--- src/design/tplf_pkg.sv ---
// Shared widths, constants and register codes for the three-point local frame.
`timescale 1ns / 1ps
package tplf_pkg;

  localparam int COORD_W = 32;
  localparam int DIFF_W  = 33;
  localparam int MAG_W   = 30;
  localparam int PRE_W   = 31;
  localparam int OUT_W   = 32;
  localparam int PROD_W  = 63;
  localparam int LIMIT_W = 31;
  localparam int ADDR_W  = 3;
  localparam int DATA_W  = 32;

  localparam int PRE_TOP = 29;

  localparam logic signed [OUT_W-1:0] ONE_Q30 = 32'sh4000_0000;
  localparam logic [LIMIT_W-1:0] LIMIT_RST = 31'd1072668082;

  localparam logic REG_USE_DEFAULT = 1'b0;
  localparam logic REG_LIMIT       = 1'b1;

endpackage

--- src/design/tplf_prescale.sv ---
// Three-stage prescaler that brings the largest component of a vector into [2^29, 2^30).
`timescale 1ns / 1ps
module tplf_prescale #(
  parameter int W  = 33,
  parameter int SW = 1
) (
  input  logic                                  clk,
  input  logic                                  rst,
  input  logic                                  en,
  input  logic                                  v_in,
  input  logic signed [W-1:0]                   vec_in [3],
  input  logic [SW-1:0]                         side_in,
  output logic                                  v_out,
  output logic signed [tplf_pkg::PRE_W-1:0]     vec_out [3],
  output logic [SW-1:0]                         side_out
);

  localparam int PW = $clog2(W);

  logic          v0, v1, v2;
  logic [W-1:0]  mag0 [3];
  logic [W-1:0]  mag1 [3];
  logic [2:0]    sgn0, sgn1;
  logic [W-1:0]  orv0;
  logic [PW-1:0] pos1;
  logic [SW-1:0] side0, side1, side2;

  logic [W-1:0]  mag_c [3];
  logic [W-1:0]  orv_c;
  logic [PW-1:0] pos_c;
  logic [W-1:0]  shv_c [3];

  always_comb begin
    orv_c = '0;
    for (int c = 0; c < 3; c++) begin
      mag_c[c] = vec_in[c][W-1] ? W'(-vec_in[c]) : W'(vec_in[c]);
      orv_c    = orv_c | mag_c[c];
    end
  end

  always_comb begin
    pos_c = '0;
    for (int i = 0; i < W; i++) begin
      if (orv0[i]) pos_c = PW'(i);
    end
  end

  always_comb begin
    for (int c = 0; c < 3; c++) begin
      if (pos1 >= PW'(tplf_pkg::PRE_TOP)) begin
        shv_c[c] = mag1[c] >> (pos1 - PW'(tplf_pkg::PRE_TOP));
      end else begin
        shv_c[c] = mag1[c] << (PW'(tplf_pkg::PRE_TOP) - pos1);
      end
    end
  end

  always_ff @(posedge clk) begin
    if (rst) begin
      v0 <= 1'b0;
      v1 <= 1'b0;
      v2 <= 1'b0;
    end else if (en) begin
      v0 <= v_in;
      v1 <= v0;
      v2 <= v1;
    end
  end

  always_ff @(posedge clk) begin
    if (en) begin
      orv0  <= orv_c;
      side0 <= side_in;
      pos1  <= pos_c;
      sgn1  <= sgn0;
      side1 <= side0;
      side2 <= side1;
      for (int c = 0; c < 3; c++) begin
        mag0[c] <= mag_c[c];
        sgn0[c] <= vec_in[c][W-1];
        mag1[c] <= mag0[c];
        vec_out[c] <= sgn1[c] ? -{1'b0, shv_c[c][tplf_pkg::MAG_W-1:0]}
                              : {1'b0, shv_c[c][tplf_pkg::MAG_W-1:0]};
      end
    end
  end

  assign v_out    = v2;
  assign side_out = side2;

endmodule

--- config.mk ---
export PLATFORM = sky130hd
export DESIGN_NAME = tplf_prescale
export DESIGN_NICKNAME = d
export VERILOG_FILES = /design/src/design/tplf_pkg.sv /design/src/design/tplf_prescale.sv
export SDC_FILE = /design/constraint.sdc
export NUM_CORES = 1
export LEC_CHECK = 0
export ABC_AREA = 0
export BUFFER_PORTS_ARGS = -buffer_cell sky130_fd_sc_hd__clkbuf_2
export CAP_MARGIN = 20
export CORE_MARGIN = 1
export CORE_UTILIZATION = 50
export CTS_CLUSTER_SIZE = 10
export DETAILED_ROUTE_END_ITERATION = 10
export PLACE_DENSITY = 0.77
export SLEW_MARGIN = 20
export SYNTH_ARGS = -nofsm -noshare
export SYNTH_HDL_FRONTEND = slang
export SYNTH_SLANG_ARGS = --single-unit
--- constraint.sdc ---
create_clock -name clk -period 16.21 [get_ports clk]
set_input_delay 0.8105 -clock clk [delete_from_list [all_inputs] [get_ports clk]]
set_output_delay 0.8105 -clock clk [all_outputs]
set_load 0.005 [all_outputs]
==> Word level (Yosys, flattened, before mapping) <==
Memories as Yosys holds them, arrays and structs flattened.
Index checks and enable logic that the tools add are counted.
{ "word_totals": {"regBits": 144, "ramBits": 198, "in_bits": 104, "out_inout_bits": 95, "memories": 2} }
{ "classes": {"add_sub_neg": 8, "n_lt_le_gt_ge": 1, "shift": 6, "mux": 42, "bitwise_logic": 2} }
{ "mem_list": {"columns": ["memory", "words", "word_bits", "rd", "rd_clocked_by_memory_dff", "wr", "line_no", "rtl"], "rows": [
  ["mag0", 3, 33, 3, 0, 3, "tplf_prescale.sv:21", "logic [W-1:0] mag0 [3];"],
  ["mag1", 3, 33, 3, 0, 3, "tplf_prescale.sv:22", "logic [W-1:0] mag1 [3];"]
]} }
{ "op_table": {"columns": ["cell", "count"], "rows": [
  ["two-way mux 30 bit", 6],
  ["two-way mux 6 bit", 30],
  ["two-way mux 33 bit", 3],
  ["negator 33 bit", 3],
  ["left shift 33 x 6 -> 30 bit", 3],
  [">> shifter 33 x 6 -> 30 bit", 3],
  ["negator 30 -> 31 bit", 3],
  ["bitwise OR 33 bit", 2],
  [">= comparator 6 x 5 -> 1 bit (second input constant)", 1],
  ["subtractor 5 x 6 -> 6 bit (first input constant)", 1],
  ["subtractor 6 x 5 -> 6 bit (second input constant)", 1],
  ["two-way mux 1 bit", 3]
]} }

==> Logic depth before layout (Yosys ltp) <==
Gate-level depths: netlist (run 1).
{ "depth": {"depth_word": 31, "mapped_depth": 28, "mapped_depth_nobuf": 15} }

==> Least setup slack after synthesis (run 1) <==
No wires, ideal clock.
{ "synth_path": {"path_type": "register to register", "startpoint": "register pos1[0]", "endpoint": "register vec_out[92] in the netlist's numbering, data pin", "t_arrival_ns": 5.869, "required_time_ns": 15.946, "path_slack_ns": 10.078, "path_stages_with_launch": 28, "n_path_buf": 14, "cell_sequence": "edfxtp_1 -> buf_6 -> buf_6 -> inv_2 -> buf_2 -> buf_2 -> buf_2 -> buf_1 -> ha_1 -> buf_6 -> buf_12 -> buf_12 -> buf_6 -> buf_6 -> buf_6 -> buf_2 -> mux4_2 -> mux2i_1 -> o22ai_1 -> a221o_1 -> inv_1 -> ha_1 -> nand2_1 -> or4_1 -> nand2b_4 -> or3_1 -> buf_2 -> o41a_1"} }
{ "synth_via": {"elab_chain_cells": 4, "word_cells_on_any_way": 7, "cone_classes": "add/sub (3); order compare (1); shift (2); mux (1)"} }
{ "synth_lines": {"columns": ["element", "line_no", "rtl"], "rows": [
  ["from (decl)", "tplf_prescale.sv:25", "logic [PW-1:0] pos1;"],
  ["from (signal assigned)", "tplf_prescale.sv:74", "pos1 <= pos_c;"],
  ["subtractor 5 x 6 -> 6 bit or subtractor 6 x 5 -> 6 bit (tied branches)", "tplf_prescale.sv:53, tplf_prescale.sv:51", null],
  ["left shift 33 x 6 -> 30 bit or >> shifter 33 x 6 -> 30 bit (tied branches)", "tplf_prescale.sv:53, tplf_prescale.sv:51", null],
  ["two-way mux 30 bit *", "tplf_prescale.sv:50", "if (pos1 >= PW'(tplf_pkg::PRE_TOP)) begin"],
  ["negator 30 -> 31 bit *", "tplf_prescale.sv:82", "vec_out[c] <= sgn1[c] ? -{1'b0, shv_c[c][tplf_pkg::MAG_W-1:0]}"],
  ["to (signal, indexed assignment)", "tplf_prescale.sv:82", null],
  ["to (decl)", "tplf_prescale.sv:14", "output logic signed [tplf_pkg::PRE_W-1:0] vec_out [3],"]
]} }
Every way passes the cells marked *; elsewhere a longest branch is shown, timed or not.
A chain may end at the register's enable or synchronous reset.

==> Final worst setup path (run 1) <==
Same ends and word-level chain as after synthesis.

==> flow_summary.yaml, run 1 <==
outcome:
  status: "finished, final reports clean"
yosys:
  synth_area_leaders: "edfxtp_1 39%, mux4_2 15%, mux2i_1 4.8%"
  ys.flop_type: "edfxtp_1"
  ys_warn_count: 0
  syn_nets: 2417
  synth_cells: 2302
  async_flop_share_pct: 0
  synth.top_cell.area_share_pct: 38.8
  synth_area_um2: 26100
  synth_most_common_cell: "edfxtp_1"
  netlist-cell-type-count: 103
  ys_ff_latch: 341
  synth_edf_count: 338
  synth_common_cells: "338 x edfxtp_1, 288 x nand2_1, 173 x mux4_2, 131 x xnor2_1, 126 x mux2i_1"
  syn_area_per_cell_um2: 11.4
  seq_area_frac_synth_pct: 39.1
  synth_top_area_cell: "edfxtp_1"
final_layout:
  n_antenna_cell: 0
  syn2layout_area_growth_pct: 9.71
  layout-drive-gt1-share_pct: 24.7
  nets: 2534
  stdcell_count: 3116
floorplan:
  die_x_um: 231
  rows: 83
  die_height_um: 231
  design.core.area_um2: 51500
  die_area_um2: 53200
  start_util_pct: 50.7
  io_pins: 199
worst_setup_path:
  crit_family: "buffers and inverters"
  endpoint_kind: "flip-flop"
  cp_num_buf_inv: 4
  slowest_delay_ns: 0.88
  worstPathArrival_ns: 7.41
  required_ns: 16.52
  cp-start-kind: "flip-flop"
  crit_path_max_fanout: 133
  crit_type: "reg2reg"
  crit_chain: "buf_12 -> inv_2 -> buf_4 -> ha_4 -> buf_4 -> mux4_2 -> mux2i_1 -> mux2i_1 -> a2111oi_4 -> o2111ai_1 -> or4_1 -> nand2b_4 -> or3_1 -> o41a_1"
  worst_path_max_delay_cell: "ha_4"
timing:
  fin_crit_ns: 7.09
  fin_worst_skew_ns: 0.0320
  rsz0062_at_grt: "no"
  worst_pin_slew_ns: 1.11
  slew-limit-headroom_pct: 26.0
  fmax_mhz: 141
  finalMaxSlewViolations: 0
  setup_tns_ns: 0
  hold_viol_final: 0
  setup_viol_count_final: 0
  min_period_over_period_pct: 43.8
clock_network:
  cts_resized: 0
  cts_tree: "built"
  cts.clk_slew.worst_paths_ns: 0.06
  cts_made_buffers: 41
  h-tree-depth: 2
  clock_latency_ns: 0.59
  root_buffer: "clkbuf_16"
  clockBufferDepth: 3
  hold_buffers: 0
  postCtsSetupBuffers: 0
  cts_sinks: 341
place:
  hpwl_um: 73200
  place_inst: 3056
  gp_congestion: 1.04
  portBuffers: 198
route:
  routed_wl_um: 97900
  drt-vias-per-instance: 7.09
  drt_iter0_drc: 3259
  ant_nets: 0
  drt_first_pass_iters: 6
  vias: 22100
  drc: 0
  wl_per_cell_um: 31.4
power:
  ir_drop_uv: 77.3
  p_seq_share_pct: 37.1
  power_density_nw_per_um2: 114
  combPwrFrac_pct: 37.2
  switching_share_pct: 36.4
  total_power_mw: 3.27
  clkPwrFrac_pct: 25.7
  switching_power_mw: 1.19
  power.leakage_nw: 10.1
  p_int_mw: 2.08
global_routing:
  grt_pass1_wl_um: 142000
  grt_use_total_pct: 36.5
  grt_max_degree: 134
  antenna_found_initial: 0
  global_route.overflow_total: 0
  first_global_vias: 20700
hold_path:
  hold_path_class: "in2reg"
run:
  max-cap-violations: 0
[per-layer routing]
metal / up-vias / routed length (um) / track usage, %
li1: 9324 / - / -
met1: 10900 / 38000 / 49.9
met2: 1652 / 43800 / 55.6
met3: 253 / 11400 / 8.20
met4: 0 / 4740 / 16.1
met5: - / 0 / 0
[path summary, 6_finish.rpt]
| kind | endpoint | startpoint | slack, ns | cells after the start |
|---|---|---|---|---|
| worst max-delay path | vec_out[92] | pos1[0] | 9.12 | 14 |
| worst min-delay path | side0 | side_in | 0.40 | 1 |
| worst max register to register | vec_out[92] | pos1[0] | 9.12 | 14 |
| worst min register to register | mag1[0][38] | mag0[0][38] | 0.41 | 0 |
[power by group through the flow]
| stage | registers [mW] | logic, mW | clock network, mW |
|---|---|---|---|
| final | 1.21 | 1.21 | 0.838 |
| after global routing | 1.22 | 1.28 | 0.874 |
| after CTS | 1.21 | 1.18 | 0.843 |
| after detailed placement | 1.22 | 1.18 | 0 |
| after global placement | 1.22 | 1.17 | 0 |
| after floorplan | 1.18 | 0.813 | 0 |
[cells by family (layout without fill, tap and decap cells)]
kind of cell / after synthesis / count (layout) / synth area share (%)
compound gates: 508 / 508 / 13.9
flops: 341 / 341 / 39.1
fa+ha+maj: 11 / 11 / 0.527
mux: 373 / 373 / 23.2
buf+inv: 206 / 340 / 4.59
xor+xnor: 184 / 184 / 6.23
simple gates: 679 / 679 / 12.5
[cells in the final DEF, fill, tap and decap left out, drive strengths merged, types with 7 or more instances in the layout]
master  netlist  routed
a211oi       20      20
or2           9       9
o31a         10      10
or4          24      24
or3          56      56
nor4         17      17
nand2       288     288
a22oi        19      19
nand3        60      60
a311oi        9       9
clkinv        1       8
buf         113      47
clkbuf       57     250
xor2         51      51
a32oi        18      18
mux2         70      70
mux4        176     176
a211o         7       7
mux2i       127     127
ha           11      11
o41ai        13      13
a221oi       13      13
and2         14      14
nand2b       13      13
and3         17      17
nor2b         9       9
edfxtp      338     338
o21ai       117     117
nor2        107     107
a21oi        67      67
o31ai        54      54
inv          35      34
nor3         31      31
nand4        16      16
o41a          7       7
xnor2       133     133
o22ai        26      26
o211ai       34      34
a31oi        14      14
[cell type report]
type	count	area (um^2)
inverter	36	136
tap	680	851
sequential	341	10200
clock buffer	53	1100
clock inverter	7	110
timing repair buffer	244	1370
multi-input combinational	1755	14900
fill	4294	22800
[worst register-to-register path, delay by kind of cell, from the launching register on]
kind                     cells  cell delay, ns
AO/OA/AOI/OAI                3            1.34
multiplexers                 3            1.08
adder cells (fa/ha/maj)      1            0.92
buffers and inverters        4            1.90
flip-flops                   1            0.37
AND/OR/NAND/NOR              3            1.24
[sequential cells by signal, summed over array words and instances, names as in the netlist]
signal    flops
orv0         32
side1         1
v1            1
mag0         99
mag1         99
v0            1
sgn0          3
v_out         1
side_out      1
side0         1
sgn1          3
pos1          6
vec_out      93
[per-stage QoR]
stage / area (um^2) / utilization (%) / hold WS [ns] / setup slack, ns
finish: 28700 / 55.7 / 0.403 / 9.12
global route: 28700 / 55.7 / 0.393 / 8.75
CTS: 28700 / 55.6 / 0.396 / 9.26
detailed placement: 27400 / 53.3 / 0.405 / 9.28
global placement: 27400 / 53.3 / 0.400 / 9.42
floorplan: 26100 / - / 0.400 / 10.08
(Power assumes the default switching activity.)
==> run 2, diff against run 1 <==
- clock period: 16.21 -> 7.4 ns (I/O delays scaled with it)
==> run 2 against run 1 <==
  * Combinational power rose by 120%
  * Via count is 0.25% higher
  * Core utilization is 0.061 points higher
  * Maximum frequency increased by 22%
  * Die area unchanged
  * Sequential share of layout area about the same
  * Clock power grew 120%
  * Final area rose by 0.11%
  * Final cell count hardly changed
  * Worst hold slack worse by 0.38 ns
  * Critical path depth unchanged
  * Largest cell class unchanged
==> flow_summary.yaml, run 2 (synthesis results as in run 1) <==
global_routing:
  grt_max_degree: 100
  global_route.overflow_total: 0
  grt_pass1_wl_um: 141000
  antenna_found_initial: 2
  grt_use_total_pct: 35.9
  first_global_vias: 21100
worst_setup_path:
  worstPathArrival_ns: 6.12
  r2r_slack_ns: 1.60
  r2r_start: "pos1[1]"
  required_ns: 7.72
  crit_path_max_fanout: 63
  regToRegEndpoint: "vec_out[56]"
  endpoint_kind: "flip-flop"
  crit_type: "reg2reg"
  r2r_cells: 14
  cp-start-kind: "flip-flop"
power:
  p_seq_share_pct: 36.9
  power_density_nw_per_um2: 250
  ir_drop_uv: 160
  combPwrFrac_pct: 37.5
  switching_share_pct: 36.5
  clkPwrFrac_pct: 25.6
  p_int_mw: 4.55
  switching_power_mw: 2.61
  power.leakage_nw: 10.1
timing:
  fmax_mhz: 172
  finalMaxSlewViolations: 0
  fin_worst_skew_ns: 0.0404
  worst_pin_slew_ns: 1.11
  slew-limit-headroom_pct: 25.9
  setup_tns_ns: 0
  min_period_over_period_pct: 78.4
  fin_crit_ns: 5.80
  setup_viol_count_final: 0
  rsz0062_at_grt: "no"
  hold_viol_final: 0
route:
  top_layer: "met4"
  drt-met1-wl_um: 37400
  ant_nets: 0
  drc: 0
  wl_per_cell_um: 30.7
  vias: 22100
  drt-vias-per-instance: 7.10
  routed_wl_um: 95900
  wl_met3_um: 11000
  drt_iter0_drc: 3116
  drt_first_pass_iters: 6
  met2_length_um: 42600
clock_network:
  cts.clk_slew.worst_paths_ns: 0.06
  clockBufferDepth: 3
  postCtsSetupBuffers: 0
  root_buffer: "clkbuf_16"
  h-tree-depth: 2
  clock_latency_ns: 0.59
  cts_sinks: 341
  cts_tree: "built"
  cts_made_buffers: 41
hold_path:
  min_to: "mag0[0][33]"
  hold_path_class: "in2reg"
  hold_depth: 1
  worstHoldStart: "vec_in[33]"
final_layout:
  layout-drive-gt1-share_pct: 24.6
  syn2layout_area_growth_pct: 9.83
  mostFrequentLayoutCells: "338 x edfxtp_1, 287 x nand2_1, 197 x clkbuf_2"
  final_common_cell: "edfxtp_1"
  reg_top3: "mag0 (99), mag1 (99), vec_out (93)"
  n_antenna_cell: 0
  nets: 2538
  finalCoreUtilization_pct: 55.7
  fin_area_um2: 28700
place:
  placed_cell_area_um2: 27500
  portBuffers: 198
  gp_congestion: 1.09
  hpwl_um: 72200
floorplan:
  die_x_um: 231
  io_pins: 199
  design.core.area_um2: 51500
  start_util_pct: 50.7
  rows: 83
  die_area_um2: 53200
  die_height_um: 231
run:
  max-cap-violations: 0
outcome:
  status: "finished, final reports clean"
run 2: worst max path at each step:
stage | startpoint | to | slack (ns) | cells after the start
global placement | pos1[1] | vec_out[56] | 1.83 | 14
global route | pos1[0] | vec_out[57] | 1.40 | 16
floorplan | pos1[0] | vec_out[92] | 1.27 | 27
CTS | pos1[1] | vec_out[92] | 1.72 | 13
detailed placement | pos1[1] | vec_out[56] | 1.76 | 12
finish | pos1[1] | vec_out[56] | 1.60 | 14
run 2: per-layer routing:
| metal | global-route usage (%) | vias up |
|---|---|---|
| met5 | 0 | - |
| met4 | 16.4 | 0 |
| met3 | 8.92 | 252 |
| met2 | 54.3 | 1634 |
| met1 | 48.9 | 10900 |
| li1 | - | 9339 |
run 2: area by class of cell:
| class | instances | area (um^2) |
|---|---|---|
| Inverter | 36 | 135 |
| Timing Repair Buffer | 248 | 1420 |
| Multi-Input combinational cell | 1755 | 14900 |
| Clock inverter | 6 | 110 |
| Sequential cell | 341 | 10200 |
| Clock buffer | 53 | 1090 |
| Fill cell | 4279 | 22800 |
| Tap cell | 680 | 851 |
run 2: timing repair:
item,4_1_cts,5_1_grt
endpoints found under the hold margin,4,0
endpoints found under the setup margin,0,0
gates resized for setup,0,0
hold buffers,2,0
run 2: power groups by stage:
stage               clock network [mW]  registers [mW]  logic [mW]
detailed placement                   0            2.67        2.59
CTS                               1.85            2.64        2.61
floorplan                            0            2.58        1.78
finish                            1.84            2.65        2.68
global route                      1.93            2.66        2.82
global placement                     0            2.66        2.57
run 2: through the flow:
| stage | setup slack (ns) | cells | hold WS, ns | power (mW) |
|---|---|---|---|---|
| after floorplan | 1.27 | 2302 | 0.400 | 4.36 |
| after detailed placement | 1.76 | 3058 | 0.405 | 5.27 |
| after CTS | 1.72 | 3119 | 0.0127 | 7.10 |
| after global placement | 1.83 | 3058 | 0.400 | 5.23 |
| final | 1.60 | 3119 | 0.0275 | 7.16 |
| after global routing | 1.40 | 3119 | 0.0137 | 7.42 |
run 2: worst max-delay path: stages (launching register included):
cell	delay [ns]
edfxtp_1	0.34
buf_4	0.66
ha_1	0.44
xnor2_2	0.16
buf_4	0.53
a311o_1	0.61
nor3_1	0.19
buf_4	0.24
a222oi_1	0.36
o31a_2	0.31
nand3_2	0.12
or4b_4	0.54
or3_1	0.48
o41a_1	0.37
xnor2_1	0.14
